**src/hw/rtl/u8u16_pkg.sv**
```systemverilog
// ----------------------------------------------------------------------------
// u8u16_pkg
// Shared types and constants of the UTF-8 to UTF-16 decoder: the run
// descriptor that travels from the classifier to the unit emitter, and the
// queue geometry.
// ----------------------------------------------------------------------------
package u8u16_pkg;

  localparam logic [15:0] REPL_UNIT = 16'hFFFD;

  // Queue between classifier and emitter; depth must be a power of two
  localparam int QDEPTH = 4;
  localparam int QPTR_W = $clog2(QDEPTH);
  localparam int QCNT_W = $clog2(QDEPTH + 1);

  // What follows the replacement units of one run
  typedef enum logic [1:0] {
    TAIL_NONE = 2'd0,
    TAIL_ONE  = 2'd1,
    TAIL_PAIR = 2'd2
  } tail_t;

  // One byte's worth of output: n_repl times U+FFFD, then the tail units
  typedef struct packed {
    logic [2:0]  n_repl;
    tail_t       tail;
    logic [15:0] unit0;
    logic [15:0] unit1;
  } run_desc_t;

  typedef struct packed {
    logic full;
    logic empty;
  } q_status_t;

endpackage

```
**src/hw/rtl/u8u16_in_if.sv**
```systemverilog
// ----------------------------------------------------------------------------
// u8u16_in_if
// Byte request channel: one raw UTF-8 byte and an end-of-input flag.
// ----------------------------------------------------------------------------
interface u8u16_in_if;
  logic       valid;
  logic       ready;
  logic [7:0] byte_in;
  logic       end_of_input;

  modport source (output valid, output byte_in, output end_of_input, input ready);
  modport sink   (input valid, input byte_in, input end_of_input, output ready);
endinterface

```
**src/hw/rtl/u8u16_out_if.sv**
```systemverilog
// ----------------------------------------------------------------------------
// u8u16_out_if
// Code unit request channel: one UTF-16 code unit with its flags.
// ----------------------------------------------------------------------------
interface u8u16_out_if;
  logic        valid;
  logic        ready;
  logic [15:0] code_unit;
  logic        is_replacement;
  logic        last_of_run;

  modport source (output valid, output code_unit, output is_replacement,
                  output last_of_run, input ready);
  modport sink   (input valid, input code_unit, input is_replacement,
                  input last_of_run, output ready);
endinterface

```
**src/hw/rtl/u8u16_queue.sv**
```systemverilog
// ----------------------------------------------------------------------------
// u8u16_queue
// Small FIFO of run descriptors between the classifier and the emitter.
// ----------------------------------------------------------------------------
module u8u16_queue (
  input  logic                  clk,
  input  logic                  rst_n,
  input  logic                  push,
  input  u8u16_pkg::run_desc_t  push_desc,
  input  logic                  pop,
  output u8u16_pkg::run_desc_t  head_desc,
  output u8u16_pkg::q_status_t  status
);

  u8u16_pkg::run_desc_t             mem_r [u8u16_pkg::QDEPTH];
  logic [u8u16_pkg::QPTR_W-1:0]     wr_ptr_r, wr_ptr_nxt;
  logic [u8u16_pkg::QPTR_W-1:0]     rd_ptr_r, rd_ptr_nxt;
  logic [u8u16_pkg::QCNT_W-1:0]     cnt_r, cnt_nxt;

  always_comb begin
    wr_ptr_nxt = push ? u8u16_pkg::QPTR_W'(wr_ptr_r + 1'b1) : wr_ptr_r;
    rd_ptr_nxt = pop  ? u8u16_pkg::QPTR_W'(rd_ptr_r + 1'b1) : rd_ptr_r;
    cnt_nxt    = cnt_r;
    if (push && !pop) begin
      cnt_nxt = u8u16_pkg::QCNT_W'(cnt_r + 1'b1);
    end else if (pop && !push) begin
      cnt_nxt = u8u16_pkg::QCNT_W'(cnt_r - 1'b1);
    end
  end

  always_ff @(posedge clk) begin
    if (!rst_n) begin
      wr_ptr_r <= '0;
      rd_ptr_r <= '0;
      cnt_r    <= '0;
    end else begin
      wr_ptr_r <= wr_ptr_nxt;
      rd_ptr_r <= rd_ptr_nxt;
      cnt_r    <= cnt_nxt;
    end
  end

  always_ff @(posedge clk) begin
    if (push) begin
      mem_r[wr_ptr_r] <= push_desc;
    end
  end

  assign head_desc    = mem_r[rd_ptr_r];
  assign status.full  = (cnt_r == u8u16_pkg::QCNT_W'(u8u16_pkg::QDEPTH));
  assign status.empty = (cnt_r == '0);

endmodule

```
**src/hw/rtl/u8u16_front.sv**
```systemverilog
// ----------------------------------------------------------------------------
// u8u16_front
// Classifier: takes one byte per cycle while the queue is not full, tracks
// the pending sequence and turns each byte into a run descriptor for the emitter.
// ----------------------------------------------------------------------------
module u8u16_front (
  input  logic                  clk,
  input  logic                  rst_n,
  u8u16_in_if.sink              in_ch,
  input  u8u16_pkg::q_status_t  q_status,
  output logic                  push,
  output u8u16_pkg::run_desc_t  push_desc
);

  logic [20:0] pv_r, pv_nxt;
  logic [2:0]  len_r, len_nxt;
  logic [1:0]  taken_r, taken_nxt;

  logic        fire;
  logic        in_seq;
  logic        is_cont;
  logic [7:0]  b;
  logic        eoi;
  logic [20:0] pv_ext;
  logic [2:0]  taken_inc;
  logic [20:0] low_bound;
  logic        bad_cp;
  logic [19:0] cp_off;
  logic        do_fresh;
  logic [2:0]  n_repl;
  u8u16_pkg::tail_t tail;
  logic [15:0] unit0;
  logic [15:0] unit1;

  assign b       = in_ch.byte_in;
  assign eoi     = in_ch.end_of_input;
  assign fire    = in_ch.valid && in_ch.ready;
  assign is_cont = (b[7:6] == 2'b10);
  assign in_seq  = (len_r >= 3'd2) && (len_r <= 3'd4) && (taken_r != 2'd0) &&
                   ({1'b0, taken_r} < len_r);

  assign pv_ext    = {pv_r[14:0], b[5:0]};
  assign taken_inc = {1'b0, taken_r} + 3'd1;

  always_comb begin
    unique case (len_r)
      3'd2:    low_bound = 21'h000080;
      3'd3:    low_bound = 21'h000800;
      default: low_bound = 21'h010000;
    endcase
  end

  assign bad_cp = (pv_ext < low_bound) || (pv_ext > 21'h10FFFF) ||
                  ((pv_ext >= 21'h00D800) && (pv_ext <= 21'h00DFFF));
  assign cp_off = 20'(pv_ext - 21'h010000);

  always_comb begin
    pv_nxt    = pv_r;
    len_nxt   = len_r;
    taken_nxt = taken_r;
    n_repl    = 3'd0;
    tail      = u8u16_pkg::TAIL_NONE;
    unit0     = {8'h00, b};
    unit1     = 16'h0000;
    do_fresh  = 1'b0;

    if (in_seq && is_cont) begin
      if (taken_inc == len_r) begin
        pv_nxt    = '0;
        len_nxt   = '0;
        taken_nxt = '0;
        if (bad_cp) begin
          n_repl = len_r;
        end else if (pv_ext > 21'h00FFFF) begin
          tail  = u8u16_pkg::TAIL_PAIR;
          unit0 = 16'hD800 + {6'd0, cp_off[19:10]};
          unit1 = 16'hDC00 + {6'd0, cp_off[9:0]};
        end else begin
          tail  = u8u16_pkg::TAIL_ONE;
          unit0 = pv_ext[15:0];
        end
      end else if (eoi) begin
        // truncated at end of input: one replacement per byte taken
        pv_nxt    = '0;
        len_nxt   = '0;
        taken_nxt = '0;
        n_repl    = taken_inc;
      end else begin
        pv_nxt    = pv_ext;
        taken_nxt = taken_inc[1:0];
      end
    end else begin
      // broken sequence flushes what was buffered, then decode afresh
      pv_nxt    = '0;
      len_nxt   = '0;
      taken_nxt = '0;
      n_repl    = in_seq ? {1'b0, taken_r} : 3'd0;
      do_fresh  = 1'b1;
    end

    if (do_fresh) begin
      if (b[7] == 1'b0) begin
        tail = u8u16_pkg::TAIL_ONE;
      end else if ((b[7:5] == 3'b110) || (b[7:4] == 4'b1110) || (b[7:3] == 5'b11110)) begin
        if (eoi) begin
          n_repl = n_repl + 3'd1;
        end else begin
          taken_nxt = 2'd1;
          if (b[7:5] == 3'b110) begin
            pv_nxt  = {16'd0, b[4:0]};
            len_nxt = 3'd2;
          end else if (b[7:4] == 4'b1110) begin
            pv_nxt  = {17'd0, b[3:0]};
            len_nxt = 3'd3;
          end else begin
            pv_nxt  = {18'd0, b[2:0]};
            len_nxt = 3'd4;
          end
        end
      end else begin
        n_repl = n_repl + 3'd1;
      end
    end
  end

  always_ff @(posedge clk) begin
    if (!rst_n) begin
      pv_r    <= '0;
      len_r   <= '0;
      taken_r <= '0;
    end else if (fire) begin
      pv_r    <= pv_nxt;
      len_r   <= len_nxt;
      taken_r <= taken_nxt;
    end
  end

  assign in_ch.ready      = !q_status.full;
  // bytes that only extend a sequence produce nothing to queue
  assign push             = fire && ((n_repl != 3'd0) || (tail != u8u16_pkg::TAIL_NONE));
  assign push_desc.n_repl = n_repl;
  assign push_desc.tail   = tail;
  assign push_desc.unit0  = unit0;
  assign push_desc.unit1  = unit1;

endmodule

```
**src/hw/rtl/u8u16_back.sv**
```systemverilog
// ----------------------------------------------------------------------------
// u8u16_back
// Emitter: expands the head run descriptor into code units, one per cycle while
// out_ch is ready and a descriptor is queued, through a registered output stage.
// ----------------------------------------------------------------------------
module u8u16_back (
  input  logic                  clk,
  input  logic                  rst_n,
  input  u8u16_pkg::run_desc_t  head_desc,
  input  u8u16_pkg::q_status_t  q_status,
  output logic                  pop,
  u8u16_out_if.source           out_ch
);

  logic [1:0]  idx_r, idx_nxt;
  logic        out_valid_r, out_valid_nxt;
  logic [15:0] unit_r;
  logic        repl_r;
  logic        last_r;

  logic        load;
  logic        emit;
  logic        last;
  logic [2:0]  tail_cnt;
  logic [2:0]  total;
  logic [2:0]  idx_ext;
  logic [15:0] sel_unit;
  logic        sel_repl;

  always_comb begin
    unique case (head_desc.tail)
      u8u16_pkg::TAIL_ONE:  tail_cnt = 3'd1;
      u8u16_pkg::TAIL_PAIR: tail_cnt = 3'd2;
      default:              tail_cnt = 3'd0;
    endcase
  end

  assign total   = head_desc.n_repl + tail_cnt;
  assign idx_ext = {1'b0, idx_r};
  assign load    = !out_valid_r || out_ch.ready;
  assign emit    = load && !q_status.empty;
  assign last    = ((idx_ext + 3'd1) == total);
  assign pop     = emit && last;

  always_comb begin
    if (idx_ext < head_desc.n_repl) begin
      sel_unit = u8u16_pkg::REPL_UNIT;
      sel_repl = 1'b1;
    end else if (idx_ext == head_desc.n_repl) begin
      sel_unit = head_desc.unit0;
      sel_repl = 1'b0;
    end else begin
      sel_unit = head_desc.unit1;
      sel_repl = 1'b0;
    end
  end

  always_comb begin
    idx_nxt       = idx_r;
    out_valid_nxt = out_valid_r;
    if (emit) begin
      idx_nxt       = last ? 2'd0 : 2'(idx_r + 2'd1);
      out_valid_nxt = 1'b1;
    end else if (load) begin
      out_valid_nxt = 1'b0;
    end
  end

  always_ff @(posedge clk) begin
    if (!rst_n) begin
      idx_r       <= '0;
      out_valid_r <= 1'b0;
    end else begin
      idx_r       <= idx_nxt;
      out_valid_r <= out_valid_nxt;
    end
  end

  always_ff @(posedge clk) begin
    if (emit) begin
      unit_r <= sel_unit;
      repl_r <= sel_repl;
      last_r <= last;
    end
  end

  assign out_ch.valid          = out_valid_r;
  assign out_ch.code_unit      = unit_r;
  assign out_ch.is_replacement = repl_r;
  assign out_ch.last_of_run    = last_r;

endmodule

```
**src/hw/rtl/utf8_to_utf16_strict_decoder_core.sv**
```systemverilog
// ----------------------------------------------------------------------------
// utf8_to_utf16_strict_decoder_core
// Streaming UTF-8 to UTF-16 decoder; malformed input becomes U+FFFD.
// ----------------------------------------------------------------------------
//   port    dir  handshake      payload
//   in_ch   in   valid/ready    byte_in[7:0], end_of_input
//   out_ch  out  valid/ready    code_unit[15:0], is_replacement, last_of_run
//
// Takes one byte per cycle while the queue is not full; a byte yielding k code
// units keeps the emitter busy until all k are sent, one unit per cycle from its
// output register while out_ch is ready; a byte's descriptor is queued first.
// A 4-entry descriptor queue absorbs bursts; in_ch.ready drops only when full.
// rst_n (synchronous) clears the pending sequence, queue and output valid.
// ----------------------------------------------------------------------------
module utf8_to_utf16_strict_decoder_core (
  input  logic        clk,
  input  logic        rst_n,
  u8u16_in_if.sink    in_ch,
  u8u16_out_if.source out_ch
);

  logic                 push;
  logic                 pop;
  u8u16_pkg::run_desc_t push_desc;
  u8u16_pkg::run_desc_t head_desc;
  u8u16_pkg::q_status_t q_status;

  u8u16_front u_front (
    .clk       (clk),
    .rst_n     (rst_n),
    .in_ch     (in_ch),
    .q_status  (q_status),
    .push      (push),
    .push_desc (push_desc)
  );

  u8u16_queue u_queue (
    .clk       (clk),
    .rst_n     (rst_n),
    .push      (push),
    .push_desc (push_desc),
    .pop       (pop),
    .head_desc (head_desc),
    .status    (q_status)
  );

  u8u16_back u_back (
    .clk       (clk),
    .rst_n     (rst_n),
    .head_desc (head_desc),
    .q_status  (q_status),
    .pop       (pop),
    .out_ch    (out_ch)
  );

  a_no_overflow: assert property (@(posedge clk) disable iff (!rst_n)
    push |-> (!q_status.full || pop))
    else $error("descriptor pushed into a full queue");

  a_push_lands: assert property (@(posedge clk) disable iff (!rst_n)
    push |=> !q_status.empty)
    else $error("queue empty right after a push");

  a_repl_value: assert property (@(posedge clk) disable iff (!rst_n)
    (out_ch.valid && out_ch.is_replacement) |-> (out_ch.code_unit == 16'hFFFD))
    else $error("replacement flag on a unit other than U+FFFD");

  a_valid_source: assert property (@(posedge clk) disable iff (!rst_n)
    $rose(out_ch.valid) |-> $past(!q_status.empty))
    else $error("output valid without a queued descriptor");

endmodule
```
**src/flat_wrapper.sv**
```systemverilog
// flat-port wrapper written by rule: the top's interface ports become plain ports
module utf8_to_utf16_strict_decoder_core_flat 
  (clk, rst_n, in_ch_valid, in_ch_byte_in, in_ch_end_of_input, in_ch_ready, out_ch_valid, out_ch_code_unit, out_ch_is_replacement, out_ch_last_of_run, out_ch_ready);
  u8u16_in_if in_ch_i ();
  u8u16_out_if out_ch_i ();
  input  logic clk;
  input  logic rst_n;
  input wire logic [$bits(in_ch_i.valid)-1:0] in_ch_valid;
  input wire logic [$bits(in_ch_i.byte_in)-1:0] in_ch_byte_in;
  input wire logic [$bits(in_ch_i.end_of_input)-1:0] in_ch_end_of_input;
  output wire logic [$bits(in_ch_i.ready)-1:0] in_ch_ready;
  output wire logic [$bits(out_ch_i.valid)-1:0] out_ch_valid;
  output wire logic [$bits(out_ch_i.code_unit)-1:0] out_ch_code_unit;
  output wire logic [$bits(out_ch_i.is_replacement)-1:0] out_ch_is_replacement;
  output wire logic [$bits(out_ch_i.last_of_run)-1:0] out_ch_last_of_run;
  input wire logic [$bits(out_ch_i.ready)-1:0] out_ch_ready;
  assign in_ch_i.valid = in_ch_valid;
  assign in_ch_i.byte_in = in_ch_byte_in;
  assign in_ch_i.end_of_input = in_ch_end_of_input;
  assign in_ch_ready = in_ch_i.ready;
  assign out_ch_valid = out_ch_i.valid;
  assign out_ch_code_unit = out_ch_i.code_unit;
  assign out_ch_is_replacement = out_ch_i.is_replacement;
  assign out_ch_last_of_run = out_ch_i.last_of_run;
  assign out_ch_i.ready = out_ch_ready;
  utf8_to_utf16_strict_decoder_core u_core (.clk(clk), .rst_n(rst_n), .in_ch(in_ch_i), .out_ch(out_ch_i));
endmodule
```
**config.mk**
```make
export PLATFORM = sky130hd
export DESIGN_NAME = utf8_to_utf16_strict_decoder_core_flat
export DESIGN_NICKNAME = d
export VERILOG_FILES = /design/src/hw/rtl/u8u16_pkg.sv /design/src/hw/rtl/u8u16_in_if.sv /design/src/hw/rtl/u8u16_out_if.sv /design/src/hw/rtl/u8u16_queue.sv /design/src/hw/rtl/u8u16_front.sv /design/src/hw/rtl/u8u16_back.sv /design/src/hw/rtl/utf8_to_utf16_strict_decoder_core.sv /design/src/flat_wrapper.sv
export SDC_FILE = /design/constraint.sdc
export NUM_CORES = 1
export LEC_CHECK = 0
export ABC_CLOCK_PERIOD_IN_PS = 6950
export BUFFER_PORTS_ARGS = -buffer_cell sky130_fd_sc_hd__buf_2
export CORE_ASPECT_RATIO = 1.75
export CORE_UTILIZATION = 40
export DETAILED_ROUTE_END_ITERATION = 7
export HOLD_SLACK_MARGIN = 0.06
export PLACE_DENSITY = 0.6
export SYNTH_ARGS = -nofsm -noshare
export SYNTH_HDL_FRONTEND = slang
export SYNTH_SLANG_ARGS = --single-unit
```
**constraint.sdc**
```tcl
create_clock -name clk -period 6.95 [get_ports clk]
set_input_delay 0.3475 -clock clk [delete_from_list [all_inputs] [get_ports clk]]
set_output_delay 0.3475 -clock clk [all_outputs]
set_load 0.05 [all_outputs]
```
==> flow_metrics.env, run 1 <==
export IMPL_synth_most_common_cell="edfxtp_1"
export IMPL_syn_area_um2=7866
export IMPL_gp_congestion=0.8810
export IMPL_die_area_um2=20250
export IMPL_drive_gt1_share_pct=21.07
export IMPL_synth_top_cell_area_share_pct=55.73
export IMPL_yosys_warnings=0
export IMPL_post_cts_resized=0
export IMPL_syn_nets=582
export IMPL_whs_ns=0.2023
export IMPL_core_region_area_um2=19200
export IMPL_syn_inst=550
export IMPL_synth_cell_types=58
export IMPL_grt_pass1_vias=4838
export IMPL_dp_hpwl_um=10960
export IMPL_ys_flop_type="edfxtp_1"
export IMPL_synth_area_leader_cell="edfxtp_1"
export IMPL_cp_required_ns=7.30
export IMPL_cts_max_path_buffers=2
export IMPL_grt_setup_unrepaired="false"
export IMPL_drv_cap=0
export IMPL_max_freq_mhz=226.9
export IMPL_leakagePower_nw=2.991
export IMPL_cts_inserted_buffers=17
export IMPL_seq_area_frac_synth_pct=63.88
export IMPL_postCtsSetupRepairBufs=0
export IMPL_worstSetupPathType="flop to flop"
export IMPL_ys_ff_latch=178
export IMPL_setup_viol=0
export IMPL_fin_ws_ns=2.544
export IMPL_clk_pin_slew_ns=0.06
export IMPL_yosys_top_cells_area="edfxtp_1 56%, mux4_2 9.2%, dfxtp_1 8.1%"
export IMPL_final_nets=617
export IMPL_insertedDiodeCount=0
export IMPL_wl_per_cell_um=19.17
export IMPL_grt_max_degree=35
export IMPL_first_iter_violations=280
export IMPL_hold_buffers=0
export IMPL_grt_pass1_wl_um=25920
export IMPL_worst_slew_pin_slew_ns=0.8349
export IMPL_pwr_density_cell_nw_per_um2=359.9
export IMPL_clock_latency_ns=0.42
export IMPL_die_h_um=187.5
export IMPL_h_tree_depth=4
export IMPL_skew_ns=0.008199
export IMPL_syn_area_per_cell_um2=14.30
export IMPL_numPortBuffers=32
export IMPL_postRouteAntennaNets=0
export IMPL_cp_start_kind="flop"
export IMPL_vias=4583
export IMPL_async_reset_ff_share_pct=0
export IMPL_worstHoldPathType="primary input to flop"
export IMPL_cts_tree="yes"
export IMPL_fill_cells=1655
export IMPL_place_ws_ns=2.571
export IMPL_status="finished clean"
export IMPL_ir_drop_mv=0.1626
export IMPL_antenna_found_initial=0
export IMPL_finalMaxSlewViolations=0
export IMPL_drc_errors=0
export IMPL_min_period_over_period_pct=63.40
export IMPL_critPathArrivalTime_ns=4.76
export IMPL_die_w_um=108.0
export IMPL_period_needed_ns=4.406
export IMPL_pin_count=33
export IMPL_total_power_w=0.003205
export IMPL_wirelength_um=16080
export IMPL_finalSetupTns_ns=0
export IMPL_overflow=0
export IMPL_critical_path_max_fanout=9
export IMPL_hold_viol_final=0
export IMPL_maxSlewHeadroom_pct=44.28
export IMPL_synth_edf_count=146
export IMPL_clkSinkCount=178
export IMPL_post_drt_via_cell_ratio=5.462
export IMPL_num_rows=67
export IMPL_synthToLayoutAreaGrowth_pct=13.22
export IMPL_track_usage_pct=17.39
export IMPL_cts_root_buffer="clkbuf_16"
export IMPL_firstDrtPassIters=4
export IMPL_worstSetupEndpointType="flop"
export IMPL_synthTopCellsByCount="146 x edfxtp_1, 52 x nand2_1, 32 x dfxtp_1, 32 x mux4_2, 25 x nor2b_1"
export IMPL_initial_core_util_pct=40.98
[registers in the layout, indices dropped and copies added (netlist names), named ones only]
register and flops:
u_core.u_back.out_ch.valid 1, u_core.u_queue.rd_ptr_r 2, u_core.u_front.len_r 3, u_core.u_back.out_ch.is_replacement 1, u_core.u_queue.cnt_r 3, u_core.u_front.pv_r 15
u_core.u_back.out_ch.code_unit 16, u_core.u_front.taken_r 2, u_core.u_queue.mem_r 128, u_core.u_back.out_ch.last_of_run 1, u_core.u_queue.wr_ptr_r 2, u_core.u_back.idx_r 2
[layout by cell type, fill, tap and decap left out, types with 19 or more instances in the layout]
cell,count
dfxtp_1,31
buf_2,32
mux4_2,32
nand2_1,52
inv_1,22
and2_1,19
clkbuf_16,19
edfxtp_1,146
nor2b_1,25
[cell families (layout without fill, tap and decap cells)]
group                    Yosys count  after routing  share of synthesized area [%]
adder cells (fa/ha/maj)           19             19                          3.213
flip-flops                       178            178                          63.88
XOR/XNOR                          12             12                          1.336
AO/OA/AOI/OAI                     77             77                          6.792
AND/OR/NAND/NOR                  173            173                          11.58
multiplexers                      43             43                          10.67
buffers and inverters             48             96                          2.529
[per-layer routing]
layer  track usage (%)  up-vias  share of wire (%)
li1                  -     2152                  -
met1             19.62     2277                 39
met2             30.84      123                 54
met3             3.163       31                3.9
met4             8.588        0                2.9
met5                 0        -                  0
[through the flow]
step | cells | instance area [um^2] | util [%]
2_1_floorplan | 550 | 7866 | -
3_3_place_gp | 807 | 8288 | 43.17
3_5_place_dp | 807 | 8288 | 43.17
4_1_cts | 839 | 8906 | 46.39
5_1_grt | 839 | 8906 | 46.39
6_report | 839 | 8906 | 46.39
[cell type report]
cell class	instances	area [um^2]	share of cell area, %
clock buffers	22	496.7	5.577
multi-input cells	324	2643	29.67
inverters	22	82.58	0.9272
repair buffers	42	235.2	2.641
well taps	241	301.5	3.386
clock inverters	10	121.4	1.363
flip-flops and latches	178	5026	56.43
[power by group]
part	internal, W	switching [W]
Sequential	0.00133	0.0000607
Combinational	0.000301	0.000547
Clock	0.000585	0.000387
[worst max-delay path, stage by stage (launching register included)]
cell and delay (ns):
dfxtp_1 0.53, nor2b_2 0.32, nand2_1 0.09, ha_1 0.29, nand2_1 0.05, a31o_2 0.21, nand3_1 0.14, nand3_1 0.19
a31oi_1 0.22, a21oi_1 0.10, ha_1 0.30, nand2_1 0.04, o22ai_1 0.28, a211oi_4 0.09, a21oi_2 0.21, ha_1 0.21
inv_1 0.06, fa_1 0.37, xor2_1 0.18, or3_1 0.31, a21boi_0 0.15
[final timing paths]
kind                                                start  cells past startpoint  slack [ns]                                       to
setup / recovery     u_core.u_front.len_r[1]$_SDFFE_PN0P_                     20        2.54     u_core.u_queue.cnt_r[2]$_SDFFE_PN0P_
setup reg to reg     u_core.u_front.len_r[1]$_SDFFE_PN0P_                     20        2.54     u_core.u_queue.cnt_r[2]$_SDFFE_PN0P_
hold / removal                               out_ch_ready                      4        0.20  u_core.u_back.out_ch.valid$_SDFFE_PN0P_
hold reg to reg   u_core.u_back.out_ch.valid$_SDFFE_PN0P_                      2        0.48  u_core.u_back.out_ch.valid$_SDFFE_PN0P_
Note: power is estimated with default switching activity, not from simulation.
==> inputs of run 2 (changes only) <==
--- a/config.mk
+++ b/config.mk
@@ -5,13 +5,14 @@
 export SDC_FILE = /design/constraint.sdc
 export NUM_CORES = 1
 export LEC_CHECK = 0
-export ABC_CLOCK_PERIOD_IN_PS = 6950
+export ABC_AREA = 1
+export ABC_CLOCK_PERIOD_IN_PS = 3600
 export BUFFER_PORTS_ARGS = -buffer_cell sky130_fd_sc_hd__buf_2
 export CORE_ASPECT_RATIO = 1.75
 export CORE_UTILIZATION = 40
 export DETAILED_ROUTE_END_ITERATION = 7
 export HOLD_SLACK_MARGIN = 0.06
-export PLACE_DENSITY = 0.6
+export PLACE_DENSITY = 0.62
 export SYNTH_ARGS = -nofsm -noshare
 export SYNTH_HDL_FRONTEND = slang
 export SYNTH_SLANG_ARGS = --single-unit
==> constraint.sdc (replaced) <==
create_clock -name clk -period 3.6 [get_ports clk]
set_input_delay 0.18 -clock clk [delete_from_list [all_inputs] [get_ports clk]]
set_output_delay 0.18 -clock clk [all_outputs]
set_load 0.05 [all_outputs]
==> run 2 against run 1 <==
Compared with the run above:
- clock skew is 0.00062 ns lower
- via count is 23% higher
- final cell count up 28%
- power increased by 100%
- maximum frequency rose by 31%
- global-route usage up 1.0 points
- sequential share of layout area is 2.6 points lower
- critical path depth fell by 2
- first-iteration DRC count grew 19%
- clock power rose by 100%
- critical endpoint unchanged
==> flow_metrics.env, run 2 <==
export IMPL_hold_viol_final=0
export IMPL_h_tree_depth=4
export IMPL_drive_gt1_share_pct=16.22
export IMPL_crit_family="adder cells"
export IMPL_num_rows=68
export IMPL_synthTopCellsByCount="160 x nand2_1, 146 x edfxtp_1, 81 x a21oi_1"
export IMPL_largest_reg_flops=128
export IMPL_syn_area_um2=7996
export IMPL_synthToLayoutAreaGrowth_pct=16.77
export IMPL_cts_inserted_buffers=17
export IMPL_fin_ws_ns=0.2452
export IMPL_overflow=0
export IMPL_ys_flop_type="edfxtp_1"
export IMPL_worstHoldPathType="primary input to flop"
export IMPL_cp_required_ns=3.92
export IMPL_initial_core_util_pct=40.69
export IMPL_p_int_w=0.004280
export IMPL_worst_slew_pin_slew_ns=0.7767
export IMPL_min_period_over_period_pct=93.19
export IMPL_finalSetupTns_ns=0
export IMPL_final_nets=845
export IMPL_finalMaxSlewViolations=0
export IMPL_numPortBuffers=32
export IMPL_mostFrequentLayoutCells="158 x nand2_1, 146 x edfxtp_1, 81 x a21oi_1, 72 x inv_1, 56 x nor2_1"
export IMPL_firstDrtPassIters=5
export IMPL_final_common_cell="nand2_1"
export IMPL_syn_area_per_cell_um2=10.51
export IMPL_regArea_um2=5026
export IMPL_swShare_pct=34.45
export IMPL_max_freq_mhz=298.1
export IMPL_clock_latency_ns=0.43
export IMPL_post_drt_via_cell_ratio=5.254
export IMPL_clkSinkCount=178
export IMPL_cts_tree="yes"
export IMPL_gp_congestion=0.9023
export IMPL_core_region_area_um2=19650
export IMPL_drv_cap=0
export IMPL_pwr_share_seq_pct=40.2
export IMPL_syn_nets=793
export IMPL_die_h_um=189.0
export IMPL_placed_cells=1032
export IMPL_status="finished clean"
export IMPL_critPathSlowestCell="dfxtp_2"
export IMPL_path_cells="buf_4 -> nand2_1 -> a32oi_1 -> nor2_1 -> ha_1 -> fa_1 -> xor2_1 -> xor2_1 -> nand2_1 -> nor2_1 -> inv_1 -> ha_1 -> inv_2 -> fa_1 -> a21oi_1 -> o21ai_1 -> o21ai_1 -> a21oi_1"
export IMPL_cts_max_path_buffers=2
export IMPL_yosys_warnings=0
export IMPL_track_usage_pct=18.43
export IMPL_wl_per_cell_um=16.60
export IMPL_final_cells=1071
export IMPL_maxSlewHeadroom_pct=48.16
export IMPL_synth_top_cell_area_share_pct=54.83
export IMPL_die_area_um2=20580
export IMPL_vias=5627
export IMPL_critical_path_max_fanout=12
export IMPL_ys_ff_latch=178
export IMPL_p_comb_share_pct=29.9
export IMPL_grt_pass1_vias=5444
export IMPL_critPathArrivalTime_ns=3.67
export IMPL_async_reset_ff_share_pct=0
export IMPL_syn_inst=761
export IMPL_synth_most_common_cell="nand2_1"
export IMPL_insertedDiodeCount=0
export IMPL_die_w_um=108.9
export IMPL_clk_pin_slew_ns=0.07
export IMPL_antenna_found_initial=0
export IMPL_place_ws_ns=0.1326
export IMPL_multi_input_area_um2=2623
export IMPL_grt_max_degree=39
export IMPL_power_switching_w=0.002249
export IMPL_whs_ns=0.07083
export IMPL_drc_errors=0
export IMPL_cts_root_buffer="clkbuf_16"
export IMPL_total_power_w=0.006529
export IMPL_leakagePower_nw=3.559
export IMPL_slowest_delay_ns=0.47
export IMPL_wirelength_um=17780
export IMPL_skew_ns=0.007577
export IMPL_pwr_density_cell_nw_per_um2=699.2
export IMPL_first_iter_violations=334
export IMPL_synth_cell_types=41
export IMPL_dp_hpwl_um=11900
export IMPL_worstSetupEndpointType="flop"
export IMPL_setup_viol=0
export IMPL_postRouteAntennaNets=0
export IMPL_fill_cells=1802
export IMPL_synth_edf_count=146
export IMPL_grt_pass1_wl_um=27810
export IMPL_period_needed_ns=3.355
export IMPL_pin_count=33
export IMPL_regMostFlops="u_core.u_queue.mem_r"
export IMPL_clkPwrFrac_pct=29.9
export IMPL_synth_area_leader_cell="edfxtp_1"
export IMPL_cp_start_kind="flop"
export IMPL_crit_buf_inv=3
export IMPL_ir_drop_mv=0.2849
export IMPL_yosys_top_cells_area="edfxtp_1 55%, dfxtp_1 8.0%, nand2_1 7.5%"
export IMPL_worstSetupPathType="flop to flop"
export IMPL_seq_area_frac_synth_pct=62.84
[run 2: through the flow]
stage / instance area, um^2 / utilization, %
after global routing: 9338 / 47.51
after detailed placement: 8608 / 43.80
after CTS: 9260 / 47.12
final: 9338 / 47.51
after floorplan: 7996 / -
after global placement: 8608 / 43.80
[run 2: routing by layer]
layer / track usage [%] / routed length [um] / up-vias
met1: 19.21 / 6773 / 2701
met3: 3.236 / 622 / 33
met4: 9.667 / 603 / 0
met5: 0 / 0 / -
met2: 34.08 / 9776 / 121
li1: - / - / 2772
[run 2: layout make-up]
cell class	instances	share of cell area, %
inverters	81	3.323
flip-flops and latches	178	53.83
multi-input cells	473	28.09
well taps	245	3.283
repair buffers	62	4.717
clock buffers	18	4.596
clock inverters	14	2.171
[run 2: cell families after synthesis]
group,count (synthesis),share of synthesized area (%)
xor gates and xnor gates,5,0.5476
and+or+nand+nor,291,16.07
DFF,178,62.84
adders and majority gates,19,3.161
AOI/OAI and AO/OA,158,12.14
buffers and inverters,110,5.242
[run 2: worst min-delay path: stages]
cell and delay [ns]:
buf_2 0.15, nand2_1 0.07, a21oi_1 0.05
[run 2: final timing paths]
check        depth (start not counted)                              endpoint                           startpoint  slack [ns]
min reg2reg                          2   u_core.u_front.pv_r[9]$_SDFFE_PN0P_  u_core.u_front.pv_r[9]$_SDFFE_PN0P_        0.48
min                                  3   u_core.u_front.pv_r[1]$_SDFFE_PN0P_                     in_ch_byte_in[1]        0.07
max reg2reg                         18  u_core.u_queue.cnt_r[2]$_SDFFE_PN0P_                                 flop        0.25
max                                 18  u_core.u_queue.cnt_r[2]$_SDFFE_PN0P_                                 flop        0.25
[run 2: power groups by stage]
stage / Sequential (W) / Clock (W) / Combinational [W]
finish: 0.00262 / 0.00195 / 0.00195
global route: 0.00265 / 0.00205 / 0.00216
floorplan: 0.00300 / 0 / 0.00103
global placement: 0.00266 / 0 / 0.00193
detailed placement: 0.00266 / 0 / 0.00195
CTS: 0.00262 / 0.00198 / 0.00196
[run 2: what timing repair did]
| action | CTS | global route |
|---|---|---|
| endpoints found under the hold margin | 4 | 0 |
| resized for setup | 0 | 14 |
| hold buffers | 2 | 0 |
| buffers inserted | 0 | 5 |
| setup endpoints to repair | 0 | 2 |
==> inputs of run 3 (changes only) <==
--- a/config.mk
+++ b/config.mk
@@ -7,8 +7,9 @@
 export LEC_CHECK = 0
 export ABC_AREA = 1
 export ABC_CLOCK_PERIOD_IN_PS = 3600
-export BUFFER_PORTS_ARGS = -buffer_cell sky130_fd_sc_hd__buf_2
+export BUFFER_PORTS_ARGS = -buffer_cell sky130_fd_sc_hd__clkbuf_2
 export CORE_ASPECT_RATIO = 1.75
+export CORE_MARGIN = 3
 export CORE_UTILIZATION = 40
 export DETAILED_ROUTE_END_ITERATION = 7
 export HOLD_SLACK_MARGIN = 0.06
==> run 3 against run 2 <==
Compared with the run above:
- critical path depth up 6
- register-to-register slack hardly changed
- maximum frequency is essentially flat
- clock power barely moved
==> flow_metrics.env, run 3 (synthesized netlist as in run 2, its figures left out) <==
export IMPL_finish_utilization_pct=47.95
export IMPL_clkSinkCount=178
export IMPL_p_comb_share_pct=29.4
export IMPL_initial_core_util_pct=41.29
export IMPL_critical_path_max_fanout=5
export IMPL_synthToLayoutAreaGrowth_pct=16.12
export IMPL_setup_viol=0
export IMPL_grt_pass1_wl_um=28480
export IMPL_status="finished clean"
export IMPL_slowest_delay_ns=0.43
export IMPL_hold_buffers=0
export IMPL_worst_slew_pin_slew_ns=0.7729
export IMPL_dp_hpwl_um=12400
export IMPL_regMostFlops="u_core.u_queue.mem_r"
export IMPL_mostFrequentLayoutCells="159 x nand2_1, 146 x edfxtp_1, 80 x a21oi_1, 72 x inv_1, 57 x nor2_1"
export IMPL_cpMostUsedCell="nand2_1"
export IMPL_h_tree_depth=4
export IMPL_drv_cap=0
export IMPL_leakagePower_nw=3.553
export IMPL_wirelength_um=18180
export IMPL_vias=5611
export IMPL_swShare_pct=33.69
export IMPL_grt_max_degree=55
export IMPL_finalSetupTns_ns=0
export IMPL_path_cells="inv_1 -> ha_1 -> nand2_1 -> inv_1 -> nand3_1 -> nand2_1 -> nand3_2 -> nand3_4 -> nand2_2 -> nand2_2 -> nand2_1 -> nand2_1 -> ha_1 -> nand2_1 -> o21ai_2 -> a21oi_4 -> nand3_4 -> nand2_2 -> inv_1 -> ha_1 -> inv_2 -> fa_2 -> o21ai_1 -> a21oi_1"
export IMPL_p_int_w=0.004335
export IMPL_pwr_density_cell_nw_per_um2=704.1
export IMPL_worstSetupEndpointType="flop"
export IMPL_critPathArrivalTime_ns=3.66
export IMPL_placed_area_um2=8589
export IMPL_grt_pass1_vias=5528
export IMPL_final_common_cell="nand2_1"
export IMPL_finalMaxSlewViolations=0
export IMPL_clk_pin_slew_ns=0.06
export IMPL_num_rows=67
export IMPL_cts_root_buffer="clkbuf_16"
export IMPL_die_w_um=112.9
export IMPL_post_drt_via_cell_ratio=5.293
export IMPL_drc_errors=0
export IMPL_cts_tree="yes"
export IMPL_design_area_um2=9285
export IMPL_pwr_share_seq_pct=40.2
export IMPL_maxSlewHeadroom_pct=48.01
export IMPL_grt_setup_unrepaired="true"
export IMPL_final_nets=838
export IMPL_power_switching_w=0.002202
export IMPL_postRouteAntennaNets=0
export IMPL_cts_max_path_buffers=2
export IMPL_clock_latency_ns=0.42
export IMPL_antenna_found_initial=0
export IMPL_cts_inserted_buffers=17
export IMPL_numPortBuffers=32
export IMPL_hold_viol_final=0
export IMPL_multi_input_area_um2=2628
export IMPL_track_usage_pct=17.11
export IMPL_ir_drop_mv=0.3868
export IMPL_cp_required_ns=3.91
export IMPL_die_h_um=193.0
export IMPL_pin_count=33
export IMPL_insertedDiodeCount=0
export IMPL_critPathSlowestCell="fa_2"
export IMPL_gp_congestion=0.9326
export IMPL_worstSetupPathType="flop to flop"
export IMPL_core_region_area_um2=19360
export IMPL_overflow=0
export IMPL_skew_ns=0.009582
export IMPL_die_area_um2=21790
export IMPL_drive_gt1_share_pct=15.26
export IMPL_wl_per_cell_um=17.15
export IMPL_cp_start_kind="flop"
export IMPL_regArea_um2=5027
export IMPL_clkPwrFrac_pct=30.3
export IMPL_min_period_over_period_pct=93.14
export IMPL_largest_reg_flops=128
export IMPL_first_iter_violations=367
export IMPL_r2r_setup_slack_ns=0.25
export IMPL_firstDrtPassIters=5
export IMPL_worstHoldPathType="primary input to flop"
export IMPL_fill_cells=1748
export IMPL_period_needed_ns=3.353
export IMPL_max_freq_mhz=298.2
run 3: changes by cell type in the layout (fill, tap and decap cells not counted), moves of 2 or more:
cell	delta
clkbuf_2	+32
buf_2	-32
clkbuf_1	+4
buf_4	-5
inv_6	-2
clkinvlp_4	-2
dlygate4sd3_1	-2
run 3: metrics by stage:
step	total power (W)	instances	hold WS, ns	worst slack [ns]
2_1_floorplan	0.004037	761	0.2776	-0.2419
3_3_place_gp	0.004575	1025	0.4895	0.1921
3_5_place_dp	0.004599	1025	0.4911	0.1512
4_1_cts	0.006580	1057	0.06734	0.1460
5_1_grt	0.006912	1060	0.09882	-0.03748
6_report	0.006537	1060	0.08215	0.2469
run 3: cell type report:
type                       count  area share, %
sequential                   178          54.14
multi-input combinational    473          28.30
clock buffer                  23          4.932
timing repair buffer          55          4.123
inverter                      81          3.315
tap                          241          3.248
clock inverter                 9          1.940
run 3: per-layer routing:
metal	up-vias	global-route usage [%]	share of wire, %
met3	43	2.498	3.2
li1	2751	-	-
met4	0	9.255	4.0
met2	129	32.44	56
met5	-	0	0
met1	2688	17.94	37
run 3: critical path, delay by kind of cell (launching register included):
family,cells,cell delay [ns]
fa+ha+maj,4,1.13
simple gates,12,1.01
flops,1,0.40
compound gates,4,0.38
buf+inv,4,0.30
run 3: worst paths after layout:
check / start / to / cells after the start
worst max-delay path: u_core.u_front.pv_r[10]$_SDFFE_PN0P_ / u_core.u_queue.cnt_r[1]$_SDFFE_PN0P_ / 24
worst min-delay path: in_ch_byte_in[2] / u_core.u_front.pv_r[2]$_SDFFE_PN0P_ / 3
worst max register to register: u_core.u_front.pv_r[10]$_SDFFE_PN0P_ / u_core.u_queue.cnt_r[1]$_SDFFE_PN0P_ / 24
worst min register to register: u_core.u_front.pv_r[12]$_SDFFE_PN0P_ / u_core.u_front.pv_r[12]$_SDFFE_PN0P_ / 2
run 3: repair_timing:
| item | in CTS | in global routing |
|---|---|---|
| setup buffers | 0 | 3 |
| setup endpoints to repair | 0 | 2 |
| resized for setup | 0 | 13 |
run 3: power groups by stage:
stage / registers [W] / logic (W) / clock network, W
finish: 0.00263 / 0.00193 / 0.00198
global placement: 0.00267 / 0.00191 / 0
global route: 0.00265 / 0.00214 / 0.00211
floorplan: 0.00300 / 0.00103 / 0
CTS: 0.00263 / 0.00194 / 0.00201
detailed placement: 0.00267 / 0.00193 / 0
